[src/hdl/pucl_pkg.sv]
// ----------------------------------------------------------------------------
// pucl_pkg
// Types and constants shared by the per-user connection limiter.
// ----------------------------------------------------------------------------
package pucl_pkg;

  localparam int CNT_W  = 11;
  localparam int USER_W = 32;
  localparam int CONN_W = 22;
  localparam int ST_W   = 3;
  localparam int CFG_IDX_W  = 2;
  localparam int CFG_DATA_W = 11;

  localparam int unsigned ABS_MAX_CONN = 1000;
  localparam logic [CNT_W-1:0] RST_LIMIT = 11'd40;

  localparam logic KIND_OPEN  = 1'b0;
  localparam logic KIND_CLOSE = 1'b1;

  localparam logic TBL_USER = 1'b0;
  localparam logic TBL_CONN = 1'b1;

  localparam logic [CFG_IDX_W-1:0] CFG_MAX_CONN   = 2'd0;
  localparam logic [CFG_IDX_W-1:0] CFG_USER_LIMIT = 2'd1;
  localparam logic [CFG_IDX_W-1:0] CFG_LOOKUP     = 2'd2;

  typedef enum logic [ST_W-1:0] {
    ST_ACCEPTED     = 3'd0,
    ST_DENIED       = 3'd1,
    ST_BUSY         = 3'd2,
    ST_CLOSED       = 3'd3,
    ST_UNKNOWN      = 3'd4,
    ST_INCONSISTENT = 3'd5
  } status_e;

  typedef struct packed {
    logic              kind;
    logic [USER_W-1:0] user_id;
    logic [CONN_W-1:0] conn_id;
  } in_item_t;

  typedef struct packed {
    logic [ST_W-1:0]  status;
    logic [CNT_W-1:0] user_count;
    logic [CNT_W-1:0] open_count;
  } out_item_t;

  typedef struct packed {
    logic [USER_W-1:0] key;
    logic [CNT_W-1:0]  cnt;
  } user_ent_t;

  typedef struct packed {
    logic [CONN_W-1:0] key;
    logic [USER_W-1:0] owner;
  } conn_ent_t;

  // controller to datapath
  typedef struct packed {
    logic    latch;
    logic    scan_clr;
    logic    scan_run;
    logic    scan_tbl;
    logic    open_commit;
    logic    rd_last_user;
    logic    user_close_wr;
    logic    rd_last_conn;
    logic    conn_remove;
    logic    res_load;
    status_e res_status;
  } dp_cmd_t;

  // datapath to controller
  typedef struct packed {
    logic scan_hit;
    logic scan_miss;
    logic at_glimit;
    logic at_ulimit;
    logic out_busy;
  } dp_stat_t;

endpackage

[src/hdl/pucl_ctrl.sv]
// ----------------------------------------------------------------------------
// pucl_ctrl
// Sequencer for open and close items: drives the searches, table updates
// and the result load.
// ----------------------------------------------------------------------------
module pucl_ctrl (
  input  logic               clk_i,
  input  logic               rst_ni,
  input  logic               in_valid_i,
  input  logic               in_kind_i,
  output logic               in_ready_o,
  input  pucl_pkg::dp_stat_t stat_i,
  output pucl_pkg::dp_cmd_t  cmd_o
);

  typedef enum logic [8:0] {
    S_IDLE   = 9'b000000001,
    S_SCAN_U = 9'b000000010,
    S_OP_DEC = 9'b000000100,
    S_SCAN_C = 9'b000001000,
    S_CL_URD = 9'b000010000,
    S_CL_UWR = 9'b000100000,
    S_CL_CRD = 9'b001000000,
    S_CL_CWR = 9'b010000000,
    S_DONE   = 9'b100000000
  } state_e;

  state_e            state_q, state_d;
  pucl_pkg::status_e st_q, st_d;
  logic              kind_q, kind_d;

  always_comb begin
    state_d = state_q;
    st_d    = st_q;
    kind_d  = kind_q;
    cmd_o   = '0;
    cmd_o.res_status = st_q;
    in_ready_o = 1'b0;

    case (state_q)
      S_IDLE: begin
        in_ready_o = 1'b1;
        if (in_valid_i) begin
          cmd_o.latch    = 1'b1;
          cmd_o.scan_clr = 1'b1;
          kind_d         = in_kind_i;
          state_d = (in_kind_i == pucl_pkg::KIND_OPEN) ? S_SCAN_U : S_SCAN_C;
        end
      end
      S_SCAN_U: begin
        cmd_o.scan_run = 1'b1;
        cmd_o.scan_tbl = pucl_pkg::TBL_USER;
        if (stat_i.scan_hit || stat_i.scan_miss) begin
          if (kind_q == pucl_pkg::KIND_OPEN) begin
            state_d = S_OP_DEC;
          end else if (stat_i.scan_hit) begin
            state_d = S_CL_URD;
          end else begin
            // owner has no user entry: still drop the connection
            st_d    = pucl_pkg::ST_INCONSISTENT;
            state_d = S_CL_CRD;
          end
        end
      end
      S_OP_DEC: begin
        if (stat_i.at_glimit) begin
          st_d = pucl_pkg::ST_BUSY;
        end else if (stat_i.at_ulimit) begin
          st_d = pucl_pkg::ST_DENIED;
        end else begin
          st_d = pucl_pkg::ST_ACCEPTED;
          cmd_o.open_commit = 1'b1;
        end
        state_d = S_DONE;
      end
      S_SCAN_C: begin
        cmd_o.scan_run = 1'b1;
        cmd_o.scan_tbl = pucl_pkg::TBL_CONN;
        if (stat_i.scan_hit) begin
          cmd_o.scan_clr = 1'b1;
          state_d = S_SCAN_U;
        end else if (stat_i.scan_miss) begin
          st_d    = pucl_pkg::ST_UNKNOWN;
          state_d = S_DONE;
        end
      end
      S_CL_URD: begin
        cmd_o.rd_last_user = 1'b1;
        state_d = S_CL_UWR;
      end
      S_CL_UWR: begin
        cmd_o.user_close_wr = 1'b1;
        st_d    = pucl_pkg::ST_CLOSED;
        state_d = S_CL_CRD;
      end
      S_CL_CRD: begin
        cmd_o.rd_last_conn = 1'b1;
        state_d = S_CL_CWR;
      end
      S_CL_CWR: begin
        cmd_o.conn_remove = 1'b1;
        state_d = S_DONE;
      end
      S_DONE: begin
        if (!stat_i.out_busy) begin
          cmd_o.res_load = 1'b1;
          state_d = S_IDLE;
        end
      end
      default: begin
        state_d = S_IDLE;
      end
    endcase
  end

  always_ff @(posedge clk_i or negedge rst_ni) begin
    if (!rst_ni) begin
      state_q <= S_IDLE;
      st_q    <= pucl_pkg::ST_ACCEPTED;
      kind_q  <= pucl_pkg::KIND_OPEN;
    end else begin
      state_q <= state_d;
      st_q    <= st_d;
      kind_q  <= kind_d;
    end
  end

endmodule

[config.mk]
export PLATFORM = sky130hd
export DESIGN_NAME = pucl_ctrl
export DESIGN_NICKNAME = d
export VERILOG_FILES = /design/src/hdl/pucl_pkg.sv /design/src/hdl/pucl_ctrl.sv
export SDC_FILE = /design/constraint.sdc
export NUM_CORES = 1
export LEC_CHECK = 0
export ABC_AREA = 1
export ABC_CLOCK_PERIOD_IN_PS = 1680
export BUFFER_PORTS_ARGS = -buffer_cell sky130_fd_sc_hd__buf_4
export CAP_MARGIN = 10
export CORE_MARGIN = 10
export CORE_UTILIZATION = 35
export CTS_BUF_LIST = sky130_fd_sc_hd__clkbuf_4 sky130_fd_sc_hd__clkbuf_8
export DETAILED_ROUTE_END_ITERATION = 8
export PLACE_DENSITY = 0.68
export SETUP_SLACK_MARGIN = 0.5
export SLEW_MARGIN = 20
export SYNTH_ARGS = -nofsm -noshare
export SYNTH_HDL_FRONTEND = slang
export SYNTH_SLANG_ARGS = --single-unit
[constraint.sdc]
create_clock -name clk_i -period 1.68 [get_ports clk_i]
set_input_delay 0.084 -clock clk_i [delete_from_list [all_inputs] [get_ports clk_i]]
set_output_delay 0.084 -clock clk_i [all_outputs]
set_load 0.02 [all_outputs]
======== After elaboration in Yosys (flattened, before gate mapping) ========
Cells that the tools add are included.
storage, ports and cells
  word-level logic and storage cells ...... 58
  bits of input ports ..................... 9
  output and inout port bits .............. 14
  bits in registers ....................... 13
cells by class
  equal/unequal tests ..................... 17
  muxes and demuxes ....................... 32
  reduce and logical (&&, ||, !) cells .... 6
operator list
  cell                  number
  $pmux W9 S8           1
  $mux W9               6
  $mux W3               6
  $ne A2 B2 Y1 const B  7
  $mux W1               13
  $pmux W3 S4           1
  $eq A9 B1 Y1 const B  1
  $eq A9 B2 Y1 const B  1
  $eq A9 B3 Y1 const B  1
  $eq A9 B4 Y1 const B  1
  $eq A9 B5 Y1 const B  1
  $eq A9 B6 Y1 const B  1
  $eq A9 B7 Y1 const B  1
  $eq A9 B8 Y1 const B  1
  $eq A9 B9 Y1 const B  1
  $mux W7               1
  $reduce_and A6 Y1     1
  $mux W4               1
  $pmux W2 S2           1
  $reduce_and A4 Y1     1
  $reduce_bool A4 Y1    1
  $ne A3 B3 Y1 const B  1
  $mux W2               1
  $pmux W1 S2           1
  other kinds (3)       3

======== Logic depth before layout (Yosys ltp) ========
  word-level depth ........................ 4
  mapped depth ............................ 10
  gate-level depth less buffers ........... 10

======== Least setup slack after synthesis ========
Ideal clock, no wire load.
  path type ............................... register -> output
  from .................................... register state_q[1]
  to ...................................... output port cmd_o[8] in the netlist's numbering
  slack ................................... 0.208 ns
  stages on the path, launching flop included .. 4
  path buffers ............................ 0
  arrival ................................. 1.388 ns
  cell sequence ........................... dfrtp_1 nor2_2 nand3_1 nor4_1
RTL lines
  what                    RTL line          source
  from (decl)             pucl_ctrl.sv:28   state_e state_q, state_d;
  from (signal assigned)  pucl_ctrl.sv:122  state_q <= state_d;
  to (decl)               pucl_ctrl.sv:13   output pucl_pkg::dp_cmd_t cmd_o

==> impl_metrics.py <==
metrics = {
    "cells_and_area": {
        "fin_util_pct": 63.2,
        "area_growth_pct": 73.0,
        "diodes": 0,
        "final_nets": 188,
        "final_common_cell": "nand2_1",
        "layout_common_cells": "nand2_1, buf_4, buf_6, inv_1, nor2_4",
        "fill_cells": 210,
        "drive_gt1_share_pct": 57.9,
    },
    "placement": {
        "gp_congestion": 0.843,
        "dp_slack_ns": 0.199,
        "port_buffers": 22,
        "dpl.hpwl_um": 1970,
    },
    "global_route": {
        "grt_pass1_wl_um": 4970,
        "antenna_found_initial": 0,
        "overflow": 0,
        "grt_pass1_vias": 1088,
        "groute.usage.overall_pct": 12.0,
        "grt_max_degree": 14,
    },
    "floorplan": {
        "ios": 23,
        "num_rows": 18,
        "initial_core_util_pct": 36.5,
        "die_area_sq_um": 5020,
        "fp.dieH_um": 70.8,
        "core_sq_um": 2480,
        "die_width_um": 70.8,
    },
    "power": {
        "power.total_mw": 2.56,
        "leakagePower_nw": 0.753,
        "ir_drop_mv": 1.21,
        "power.density_nw_per_um2": 1640,
    },
    "synthesis": {
        "syn_avg_cell_area_sq_um": 7.12,
        "syn_area_sq_um": 905,
        "synth.net_count": 136,
        "syn_inst": 127,
        "yosysSeqAreaShare_pct": 36.1,
        "synth_warnings": 0,
        "synth_cell_types": 22,
        "synth_seq_cells": 13,
    },
    "clocking": {
        "cts_made_buffers": 3,
        "root_buffer": "clkbuf_4",
        "clk_latency_ns": 0.29,
        "cts.sinks": 13,
        "htree_levels": 1,
        "clockBufferDepth": 2,
        "cts_tree": "yes",
        "path_clk_slew_ns": 0.10,
    },
    "drt": {
        "avgViaCountPerCell": 5.06,
        "dr_total_vias": 1053,
        "firstDrtPassIters": 4,
        "drt_iter0_drc": 54,
        "ant_nets": 0,
        "drc": 0,
        "post_drt_wl_per_cell_um": 15.4,
        "wirelength_um": 3200,
    },
    "sta": {
        "worst_slack_ns": 0.0729,
        "setup_viol": 0,
        "skew_ns": 0.00568,
        "slew_headroom_pct": 82.4,
        "tightest_slew_ns": 0.262,
        "fin_crit_sh_pct": 95.7,
        "setup_tns_ns": 0,
        "hold_viol_final": 0,
        "rsz0062_at_grt": "true",
        "fin_crit_ns": 1.61,
        "hold_ws_ns": 0.0223,
        "drv_slew": 0,
        "fmax_mhz": 622,
    },
    "worst_setup_path": {
        "crit_type": "flip-flop to output port",
        "crit_path_start_kind": "flip-flop",
        "critical_path.slowest_cell": "dfrtp_2",
        "crit_chain": "nor2_4 > nand3_4 > buf_6 > nor2_4 > buf_6",
        "crit_path_end_kind": "output port",
        "critPathMaxStageDelay_ns": 0.48,
        "worstPathArrival_ns": 1.52,
        "cp.required_ns": 1.60,
        "cp_max_fo": 5,
    },
    "run": {
        "maxCapViolations": 0,
    },
    "hold_path": {
        "hp-class": "input port to flip-flop",
    },
    "outcome": {
        "status": "finished clean",
    },
}
## logic make-up (layout without fill, tap and decap cells)
family                 after synthesis  after routing  synth area share (%)
buffers and inverters               18             69                  7.61
DFF                                 13             13                  36.1
and+or+nand+nor                     88             88                  49.8
AOI/OAI and AO/OA                    8              8                  6.50
## Yosys cell counts, drive strengths merged
cell	instances	area, sq um
nor2	33	184
a21oi	3	18.8
o31ai	1	7.51
nand2	40	160
inv	17	63.8
o21ai	3	26.3
dfrtp	12	300
dfstp	1	26.3
nand3	12	87.6
clkinv	1	5.00
nand4	1	6.26
nor4	2	12.5
a31oi	1	6.26
## power by group
part	internal (mW)	switching [mW]	leakage (nW)
Sequential	0.421	0.100	0.166
Combinational	0.807	1.00	0.569
Clock	0.108	0.123	0.0184
Total	1.34	1.23	0.753
## metrics by stage
step                      cell area, sq um  cells
after floorplan                        953    127
after global placement                1160    179
after detailed placement              1160    179
after CTS                             1400    199
after global routing                  1570    208
final                                 1570    208
## worst max-delay path, delay by kind of cell, from the launching register on
family,cells,cell delay [ns]
and+or+nand+nor,3,0.46
buffers and inverters,2,0.28
DFF,1,0.48
## area by class of cell
class | count | area [sq um] | area share [%]
Multi-Input combinational cell | 96 | 673 | 43.0
Timing Repair Buffer | 47 | 423 | 27.0
Sequential cell | 13 | 330 | 21.1
Inverter | 18 | 71.3 | 4.56
Tap cell | 30 | 37.5 | 2.40
Clock buffer | 4 | 30.0 | 1.92
## sequential cells by signal, indices dropped and copies added, names as in the netlist
name and cells:
state_q 9, kind_q 1, st_q 3
## final timing paths
kind | slack [ns] | depth (start not counted) | startpoint | to
hold / removal | 0.02 | 3 | in_kind_i | kind_q$_DFFE_PN0P_
setup / recovery | 0.07 | 5 | state_q[3]$_DFFE_PN0P_ | cmd_o[4]
min in group asynchronous | 0.17 | 2 | rst_ni | state_q[3]$_DFFE_PN0P_
max in group asynchronous | 1.27 | 2 | rst_ni | state_q[0]$_DFFE_PN1P_
setup reg to reg | 0.09 | 8 | state_q[0]$_DFFE_PN1P_ | state_q[1]$_DFFE_PN0P_
hold reg to reg | 0.50 | 2 | st_q[0]$_DFFE_PN0P_ | st_q[0]$_DFFE_PN0P_
## repair_timing
item	4_1_cts	5_1_grt
cloned	0	0
hold buffers	1	0
pin swaps	13	12
gates resized for setup	24	23
setup buffers	15	9
setup endpoints to repair	22	22
hold endpoints to repair	13	0
## metal layers
layer  vias to the layer above  track usage [%]  routed length [um]
li1                        502                -                   -
met1                       519             12.7                1240
met2                        25             21.3                1780
met3                         7             2.23                 108
met4                         0             7.53                  71
met5                         -                0                   0
No activity file was read; power rests on OpenSTA's default activity.
